$ cat config.mk
export PLATFORM = sky130hd
export DESIGN_NAME = clip_rectangle_stack
export DESIGN_NICKNAME = d
export VERILOG_FILES = /design/src/rtl/core/crs_pkg.sv /design/src/rtl/core/clip_rectangle_stack.sv
export SDC_FILE = /design/constraint.sdc
export NUM_CORES = 2
export LEC_CHECK = 0
export ABC_CLOCK_PERIOD_IN_PS = 23600
export BUFFER_PORTS_ARGS = -buffer_cell sky130_fd_sc_hd__buf_2
export CAP_MARGIN = 15
export CORE_MARGIN = 2
export CORE_UTILIZATION = 50
export CTS_CLUSTER_DIAMETER = 120
export DETAILED_ROUTE_END_ITERATION = 16
export PLACE_DENSITY = 0.69
export SKIP_CTS_REPAIR_TIMING = 1
export SYNTH_ARGS = -nofsm -noshare
export SYNTH_HDL_FRONTEND = slang
export SYNTH_SLANG_ARGS = --single-unit
$ cat constraint.sdc
create_clock -name clk -period 23.6 [get_ports clk]
set_input_delay 4.72 -clock clk [delete_from_list [all_inputs] [get_ports clk]]
set_output_delay 4.72 -clock clk [all_outputs]
set_load 0.05 [all_outputs]
$ cat src/rtl/core/crs_pkg.sv
// shared types and codes for the clip rectangle stack
package crs_pkg;

    // operation codes of an input beat
    typedef enum logic [1:0] {
        OP_RESET = 2'd0,
        OP_PUSH  = 2'd1,
        OP_POP   = 2'd2
    } op_t;

    // action codes of a result beat
    typedef enum logic [1:0] {
        ACT_NONE  = 2'd0,
        ACT_BEGIN = 2'd1,
        ACT_END   = 2'd2
    } action_t;

    // one stored clip rectangle
    typedef struct packed {
        logic signed [15:0] x;
        logic signed [15:0] y;
        logic [14:0]        w;
        logic [14:0]        h;
    } rect_t;

    // margin past the screen edge for an empty clip
    localparam logic [15:0] OFFSCREEN_MARGIN = 16'd16;

    // register indexes of the configuration port
    localparam logic [0:0] REG_SCREEN_WIDTH  = 1'd0;
    localparam logic [0:0] REG_SCREEN_HEIGHT = 1'd1;

endpackage

$ cat src/rtl/core/clip_rectangle_stack.sv
// nested clip rectangle stack: push, pop and reset with intersection against the top
//
//   channel  signals                                   direction
//   in       in_valid, in_stall, op, rect_x..rect_h    beat into the block
//   out      out_valid, out_stall, action..stack_level beat out of the block
//   cfg      cfg_write, cfg_index, cfg_data            register write, no handshake
//
// one beat per cycle sustained while out_stall is low; a taken beat goes to the output
// through the input register, then the stack update loads the result register
// the current top rectangle lives in flip-flops; the entry below it is prefetched
// from the stack memory every cycle so a pop need not wait for a memory read
// rst_n clears the level count and both valid flags; no memory clearing is needed
// a stalled output holds its beat while the input register still takes one more beat
module clip_rectangle_stack
    import crs_pkg::*;
#(
    parameter int STACK_DEPTH = 16
)
(
    input  logic               clk,
    input  logic               rst_n,
    // configuration
    input  logic               cfg_write,
    input  logic [0:0]         cfg_index,
    input  logic [14:0]        cfg_data,
    // input channel
    input  logic               in_valid,
    output logic               in_stall,
    input  logic [1:0]         op,
    input  logic signed [15:0] rect_x,
    input  logic signed [15:0] rect_y,
    input  logic signed [15:0] rect_w,
    input  logic signed [15:0] rect_h,
    // output channel
    output logic               out_valid,
    input  logic               out_stall,
    output logic [1:0]         action,
    output logic signed [15:0] clip_x,
    output logic signed [15:0] clip_y,
    output logic [14:0]        clip_w,
    output logic [14:0]        clip_h,
    output logic [4:0]         stack_level
);

    localparam int AW = (STACK_DEPTH > 1) ? $clog2(STACK_DEPTH) : 1;
    localparam int LW = $clog2(STACK_DEPTH + 1);
    localparam logic [LW-1:0] LEVEL_FULL = LW'(STACK_DEPTH);
    localparam logic [LW-1:0] LEVEL_ONE  = LW'(1);
    localparam logic [LW-1:0] LEVEL_TWO  = LW'(2);

    // configuration registers
    logic [14:0] screen_width_reg;
    logic [14:0] screen_height_reg;

    // input register
    logic               s1_valid_reg;
    logic [1:0]         s1_op_reg;
    logic signed [15:0] s1_x_reg;
    logic signed [15:0] s1_y_reg;
    logic signed [15:0] s1_w_reg;
    logic signed [15:0] s1_h_reg;

    // stack state
    rect_t           mem [STACK_DEPTH];
    logic [LW-1:0]   level_reg;
    logic [LW-1:0]   level_next;
    rect_t           top_reg;
    rect_t           top_next;
    rect_t           below_reg;
    logic [AW-1:0]   rd_addr;
    logic            mem_we;
    logic [LW-1:0]   rd_level;

    // result register
    logic            out_valid_reg;
    action_t         action_reg;
    action_t         action_next;
    rect_t           res_reg;
    rect_t           res_next;
    logic [LW-1:0]   level_out_reg;
    logic [31:0]     level_wide;

    logic            advance;
    logic            take_in;

    // push arithmetic
    logic signed [15:0] push_w;
    logic signed [15:0] push_h;
    logic signed [15:0] ix1;
    logic signed [15:0] iy1;
    logic signed [17:0] top_right;
    logic signed [17:0] top_bottom;
    logic signed [17:0] new_right;
    logic signed [17:0] new_bottom;
    logic signed [17:0] ix2;
    logic signed [17:0] iy2;
    logic signed [17:0] iw;
    logic signed [17:0] ih;
    rect_t              push_rect;
    rect_t              isect_rect;

    // handshake
    assign advance  = !out_valid_reg || !out_stall;
    assign in_stall = s1_valid_reg && !advance;
    assign take_in  = in_valid && !in_stall;

    // configuration writes
    always_ff @(posedge clk or negedge rst_n)
    begin
        if (!rst_n)
        begin
            screen_width_reg  <= 15'd1920;
            screen_height_reg <= 15'd1080;
        end
        else if (cfg_write)
        begin
            unique case (cfg_index)
                REG_SCREEN_WIDTH:  screen_width_reg  <= cfg_data;
                REG_SCREEN_HEIGHT: screen_height_reg <= cfg_data;
                default:           ;
            endcase
        end
    end

    // input register
    always_ff @(posedge clk or negedge rst_n)
    begin
        if (!rst_n)
        begin
            s1_valid_reg <= 1'b0;
        end
        else if (take_in || advance)
        begin
            s1_valid_reg <= take_in;
        end
    end

    always_ff @(posedge clk)
    begin
        if (take_in)
        begin
            s1_op_reg <= op;
            s1_x_reg  <= rect_x;
            s1_y_reg  <= rect_y;
            s1_w_reg  <= rect_w;
            s1_h_reg  <= rect_h;
        end
    end

    // raise size to at least one pixel
    assign push_w = (s1_w_reg < 16'sd1) ? 16'sd1 : s1_w_reg;
    assign push_h = (s1_h_reg < 16'sd1) ? 16'sd1 : s1_h_reg;

    // intersection with the current top, edges taken wide
    always_comb
    begin
        push_rect.x = s1_x_reg;
        push_rect.y = s1_y_reg;
        push_rect.w = push_w[14:0];
        push_rect.h = push_h[14:0];

        ix1 = (top_reg.x > s1_x_reg) ? top_reg.x : s1_x_reg;
        iy1 = (top_reg.y > s1_y_reg) ? top_reg.y : s1_y_reg;
        top_right  = 18'(top_reg.x) + $signed({3'b000, top_reg.w});
        top_bottom = 18'(top_reg.y) + $signed({3'b000, top_reg.h});
        new_right  = 18'(s1_x_reg) + 18'(push_w);
        new_bottom = 18'(s1_y_reg) + 18'(push_h);
        ix2 = (top_right < new_right) ? top_right : new_right;
        iy2 = (top_bottom < new_bottom) ? top_bottom : new_bottom;
        iw  = ix2 - 18'(ix1);
        ih  = iy2 - 18'(iy1);

        if (iw <= 18'sd0 || ih <= 18'sd0)
        begin
            isect_rect.x = 16'({1'b0, screen_width_reg}) + OFFSCREEN_MARGIN;
            isect_rect.y = 16'({1'b0, screen_height_reg}) + OFFSCREEN_MARGIN;
            isect_rect.w = 15'd1;
            isect_rect.h = 15'd1;
        end
        else
        begin
            isect_rect.x = ix1;
            isect_rect.y = iy1;
            isect_rect.w = iw[14:0];
            isect_rect.h = ih[14:0];
        end
    end

    // stack update and result for the beat in the input register
    always_comb
    begin
        level_next  = level_reg;
        top_next    = top_reg;
        action_next = ACT_NONE;
        res_next    = '0;
        mem_we      = 1'b0;

        if (s1_valid_reg && advance)
        begin
            unique case (s1_op_reg)
                OP_RESET:
                begin
                    if (level_reg != '0)
                    begin
                        level_next  = '0;
                        action_next = ACT_END;
                    end
                end
                OP_PUSH:
                begin
                    res_next    = (level_reg != '0) ? isect_rect : push_rect;
                    action_next = ACT_BEGIN;
                    if (level_reg < LEVEL_FULL)
                    begin
                        mem_we     = 1'b1;
                        top_next   = res_next;
                        level_next = level_reg + LEVEL_ONE;
                    end
                end
                OP_POP:
                begin
                    if (level_reg != '0)
                    begin
                        level_next = level_reg - LEVEL_ONE;
                        if (level_reg == LEVEL_ONE)
                        begin
                            action_next = ACT_END;
                        end
                        else
                        begin
                            action_next = ACT_BEGIN;
                            res_next    = below_reg;
                            top_next    = below_reg;
                        end
                    end
                end
                default: ;
            endcase
        end
    end

    // prefetch the entry under the next top
    assign rd_level = level_next - LEVEL_TWO;
    assign rd_addr  = rd_level[AW-1:0];

    // stack memory, written at the level, read one below the next top
    always_ff @(posedge clk)
    begin
        if (mem_we)
        begin
            mem[level_reg[AW-1:0]] <= res_next;
        end
        below_reg <= mem[rd_addr];
    end

    // stack control state
    always_ff @(posedge clk or negedge rst_n)
    begin
        if (!rst_n)
        begin
            level_reg <= '0;
        end
        else
        begin
            level_reg <= level_next;
        end
    end

    always_ff @(posedge clk)
    begin
        top_reg <= top_next;
    end

    // result register
    always_ff @(posedge clk or negedge rst_n)
    begin
        if (!rst_n)
        begin
            out_valid_reg <= 1'b0;
        end
        else if (advance)
        begin
            out_valid_reg <= s1_valid_reg;
        end
    end

    always_ff @(posedge clk)
    begin
        if (advance && s1_valid_reg)
        begin
            action_reg    <= action_next;
            res_reg       <= res_next;
            level_out_reg <= level_next;
        end
    end

    // output beat
    assign level_wide  = 32'(level_out_reg);
    assign out_valid   = out_valid_reg;
    assign action      = action_reg;
    assign clip_x      = res_reg.x;
    assign clip_y      = res_reg.y;
    assign clip_w      = res_reg.w;
    assign clip_h      = res_reg.h;
    assign stack_level = level_wide[4:0];

endmodule
* Word level (Yosys, flattened, before mapping)
Memories as Yosys holds them, arrays and structs flattened. A register that Yosys moved wholly into a read port is not among the register bits.
Cells that the tools add are included.
** Storage, ports and cells
- Input port bits :: 87
- Memory bits (writable) :: 992
- Memories :: 1
- Register bits after elaboration :: 234
** Memory list
- mem :: depth 16, bits a word 62, rd ports 1, clocked after Yosys merged registers in 1, wr ports 1, line clip_rectangle_stack.sv:64 : rect_t mem [STACK_DEPTH];
** Cells by class
- Magnitude comparators :: 9
- Reductions and logical operators :: 16
- Equal/unequal tests :: 6
- Add/sub/neg operators :: 11
- Multiplexer cells :: 30
- Bitwise operators :: 1
** Operators with widths (count)
- 2-to-1 mux 62 bit :: 8
- case mux 62 bit (2 select lines) :: 2
- adder 16 x 16 -> 17 bit :: 4
- 2-to-1 mux 16 bit :: 4
- less-or-equal comparator 18 x 1 -> 1 bit, second input constant :: 2
- 2-to-1 mux 18 bit :: 2
- subtractor 18 x 16 -> 18 bit :: 2
- less-than comparator 17 bit :: 2
- adder 15 x 5 -> 16 bit, second input constant :: 2
- greater-than comparator 16 bit :: 2
- less-than comparator 16 x 2 -> 1 bit, second input constant :: 2
- 2-to-1 mux 5 bit :: 4
- case mux 5 bit (3 select lines) :: 1
- 2-to-1 mux 2 bit :: 3
- inequality test 2 bit, second input constant :: 3
- case mux 2 bit (3 select lines) :: 1
- adder 5 x 1 -> 5 bit, second input constant :: 1
- equality test 5 x 1 -> 1 bit, second input constant :: 1
- less-than comparator 5 bit, second input constant :: 1
- 2-to-1 mux 1 bit :: 5
- AND reduction 5 bit :: 1
- nonzero test 5 bit :: 1
- subtractor 5 x 1 -> 5 bit, second input constant :: 1
- logical NOT 1 bit :: 4
- 9 further kinds :: 14

* Longest topological paths before layout
- Word-level depth :: 12
- Gate-level depth with buffers :: 41
- Depth with buffers taken out :: 37

* Worst setup path before layout
Ideal clock, no wire load.
- Path type :: input port to output port
- Start :: input port out_stall
- End :: output port in_stall
- Arrival :: 5.157 ns
- Path slack :: 13.723 ns
- Cell stages on the path :: 2
- Required time :: 18.880 ns
- Buffers on the path :: 0
- Path through :: nand3_1 > inv_1
** Between the ends
- Cells in the longest elaborated chain, start to end :: 4
** RTL lines
- start: declaration :: line clip_rectangle_stack.sv:36 : input logic out_stall,
- logical NOT 1 bit :: line clip_rectangle_stack.sv:103 : assign advance = !out_valid_reg || !out_stall;
- logical OR 1 bit :: line clip_rectangle_stack.sv:103
- logical NOT 1 bit :: line clip_rectangle_stack.sv:104 : assign in_stall = s1_valid_reg && !advance;
- logical AND 1 bit :: line clip_rectangle_stack.sv:104
- end: declaration :: line clip_rectangle_stack.sv:28 : output logic in_stall,
Every way passes these cells.

==> flow_summary_export.csv <==
group,metric,value,unit
run_status,status,"completed",
cells_and_area,final_common_cell,"edfxtp_1",
clock_tree,path_clk_slew,0.06,ns
clock_tree,cts_max_level,4,
setup_path,end_kind,"flop",
drt,first_pass_iters,8,
pwr,power,8.96,mW
drt,routedWlPerCell,26.7,um
setup_path,start_kind,"flop",
sta,whs,0.485,ns
floorplanning,die_y,345,um
floorplanning,die_x,345,um
sta,slew_viol_final,0,
clock_tree,numCtsBuffers,134,
global_routing,grt_pass1_vias,36600,
setup_path,crit_type,"flop to flop",
clock_tree,clock_latency,0.76,ns
synthesis,yosysSeqAreaShare,0.653,
cells_and_area,n_fill_cell,9069,
cells_and_area,ff_latch_area,37900,um^2
cells_and_area,area_growth,11.8,%
setup_path,critPathSlowestCell,"a211oi_2",
drt,drc,0,
synthesis,async_flop_share,0.0287,
global_routing,antenna_found_initial,11,
synthesis,synth_edf_count,1189,
synthesis,avgSynthCellArea,12.7,um^2
synthesis,synth_area,58000,um^2
pwr,power_leakage,24.2,nW
place,io_buffers,157,
global_routing,grt_pass1_wl,244000,um
synthesis,syn_inst,4572,
global_routing,grt_util_all_layers,0.282,
clock_tree,clockBufferDepth,3,
setup_path,cp.arrival,11.39,ns
place,gp_congestion,1.00,
synthesis,synth_top_flop_cell,"edfxtp_1",
sta,worst_slew_pin_slew,1.25,ns
setup_path,required,24.01,ns
floorplanning,ios,158,
run,drv_cap,0,
setup_path,r2r_end,"mem[10][45]",
synthesis,syn_nets,4840,
setup_path,crit_start,"s1_h_reg[2]",
setup_path,crit_fanout,32,
floorplanning,die_area,119000,um^2
drt,drt_iter0_drc,5166,
floorplanning,core_area,115000,um^2
cells_and_area,mostFrequentLayoutCells,"edfxtp_1, nand2_1, a31oi_1",
setup_path,reg2reg_slack,12.62,ns
setup_path,r2r-start,"s1_h_reg[2]",
global_routing,grt_max_degree,165,
cells_and_area,drive_gt1_frac,0.139,
min_path,hp-class,"flop to flop",
sta,max_clock_freq,91.1,MHz
synthesis,ys_types,91,
clock_tree,root_buffer,"clkbuf_16",
sta,period_share,0.465,
drt,dr_total_vias,39000,
pwr,ir_worst_vdd,0.126,mV
sta,timing.slew.headroom,0.164,
sta,layout_min_cycle_time,10.98,ns
setup_path,cpPeakStageDelay,0.80,ns
sta,fin_tns_setup,0,ns
pwr,powerDensity,138,nW/um^2
cells_and_area,multi_input_area,18900,um^2
place,dp_hpwl,104000,um
global_routing,grt_overflow_total,0,
clock_tree,cts_tree,"built",
sta,grt_setup_unrepaired,"false",
sta,hold_violations,0,
setup_path,path_common_cell,"ha_1",
floorplanning,start_util,0.506,
sta,fin_skew,0.0260,ns
synthesis,synth.ff_latch_count,1288,
cells_and_area,largest_reg_flops,992,
setup_path,r2r_cells,36,
setup_path,cp-endpoint,"mem[10][45]",
synthesis,yosysWarnings,0,
floorplanning,rows,124,
cells_and_area,nets,4984,
drt,antenna_left,0,
clock_tree,cts.sinks,1288,
drt,vias_per_cell,6.16,
drt,totalWireLength,169000,um
sta,setup_viol,0,
## power breakdown
group          internal [mW]  switching (mW)  leakage (nW)
registers               2.77           0.169          12.2
logic                   1.51            2.45          9.93
clock network           1.17           0.885          2.06
## critical path: cells and delay by family (launching register included)
kind                       cells  cell delay (ns)
AOI/OAI and AO/OA             15             3.69
and+or+nand+nor                8             2.90
adders and majority gates      6             2.09
muxes                          2             0.66
DFF                            1             0.44
buffers and inverters          3             0.44
xor gates and xnor gates       2             0.41
## synth_stat cells (28+ instances only)
library cell / number / area, um^2
xor2_1: 40 / 350
nand2_1: 1138 / 4270
nor3_1: 38 / 190
nor2b_1: 53 / 332
dfrtp_1: 29 / 726
mux2_2: 42 / 473
a21o_1: 33 / 248
nand3_1: 33 / 165
a21oi_1: 76 / 380
nor2_1: 93 / 349
clkbuf_1: 216 / 811
mux2i_1: 58 / 581
o21ai_0: 94 / 470
edfxtp_1: 1189 / 35700
o221ai_2: 28 / 420
inv_1: 131 / 492
o21ai_1: 33 / 165
ha_1: 175 / 2190
xnor2_1: 52 / 455
and3_1: 265 / 1660
dfxtp_1: 62 / 1240
mux2_4: 28 / 420
a22oi_1: 75 / 563
mux4_2: 62 / 1400
a31oi_1: 268 / 1680
## kinds of logic (layout without fill, tap and decap cells)
kind of cell / after synthesis / in the layout / share of synthesized area
AO/OA/AOI/OAI: 739 / 739 / 0.0875
XOR/XNOR: 92 / 92 / 0.0139
adder cells (fa/ha/maj): 181 / 181 / 0.0398
buffers and inverters: 374 / 624 / 0.0260
flip-flops: 1288 / 1288 / 0.653
multiplexers: 190 / 190 / 0.0495
other: 0 / 3 / 0
AND/OR/NAND/NOR: 1708 / 1708 / 0.131
## routing by layer
layer	track usage	vias up	wire [um]
met5	0	-	115
met4	0.0829	6	4830
met3	0.0528	297	16500
met2	0.434	1987	76800
met1	0.410	19500	70700
li1	-	17300	-
## area by class of cell
cell class / count / share of cell area
Timing Repair Buffer: 249 / 0.0232
Multi-Input combinational cell: 2910 / 0.291
Clock inverter: 68 / 0.00935
Antenna cell: 3 / 0.000116
Sequential cell: 1288 / 0.584
Tap cell: 1512 / 0.0291
Clock buffer: 174 / 0.0559
Inverter: 133 / 0.00796
## per-stage QoR
stage               setup WS, ns   util  std cells  instance area, um^2
floorplan                  13.72      -       4572                58000
global placement           12.93  0.528       6084                60600
detailed placement         12.97  0.528       6084                60600
CTS                        12.92  0.565       6326                64800
global route               12.00  0.566       6337                64900
finish                     12.62  0.566       6337                64900
## worst min-delay path by stage
stage / to / depth (start not counted) / slack, ns / from
3_3_place_gp: out_valid / 1 / 0.47 / s1_valid_reg
2_1_floorplan: out_valid / 1 / 0.46 / s1_valid_reg
4_1_cts: out_valid / 1 / 0.49 / s1_valid_reg
3_5_place_dp: out_valid / 1 / 0.47 / s1_valid_reg
5_1_grt: screen_height_reg[2] / 1 / 0.54 / screen_height_reg[2]
6_report: out_valid / 1 / 0.48 / s1_valid_reg
Note: power is estimated with default switching activity, not from simulation.
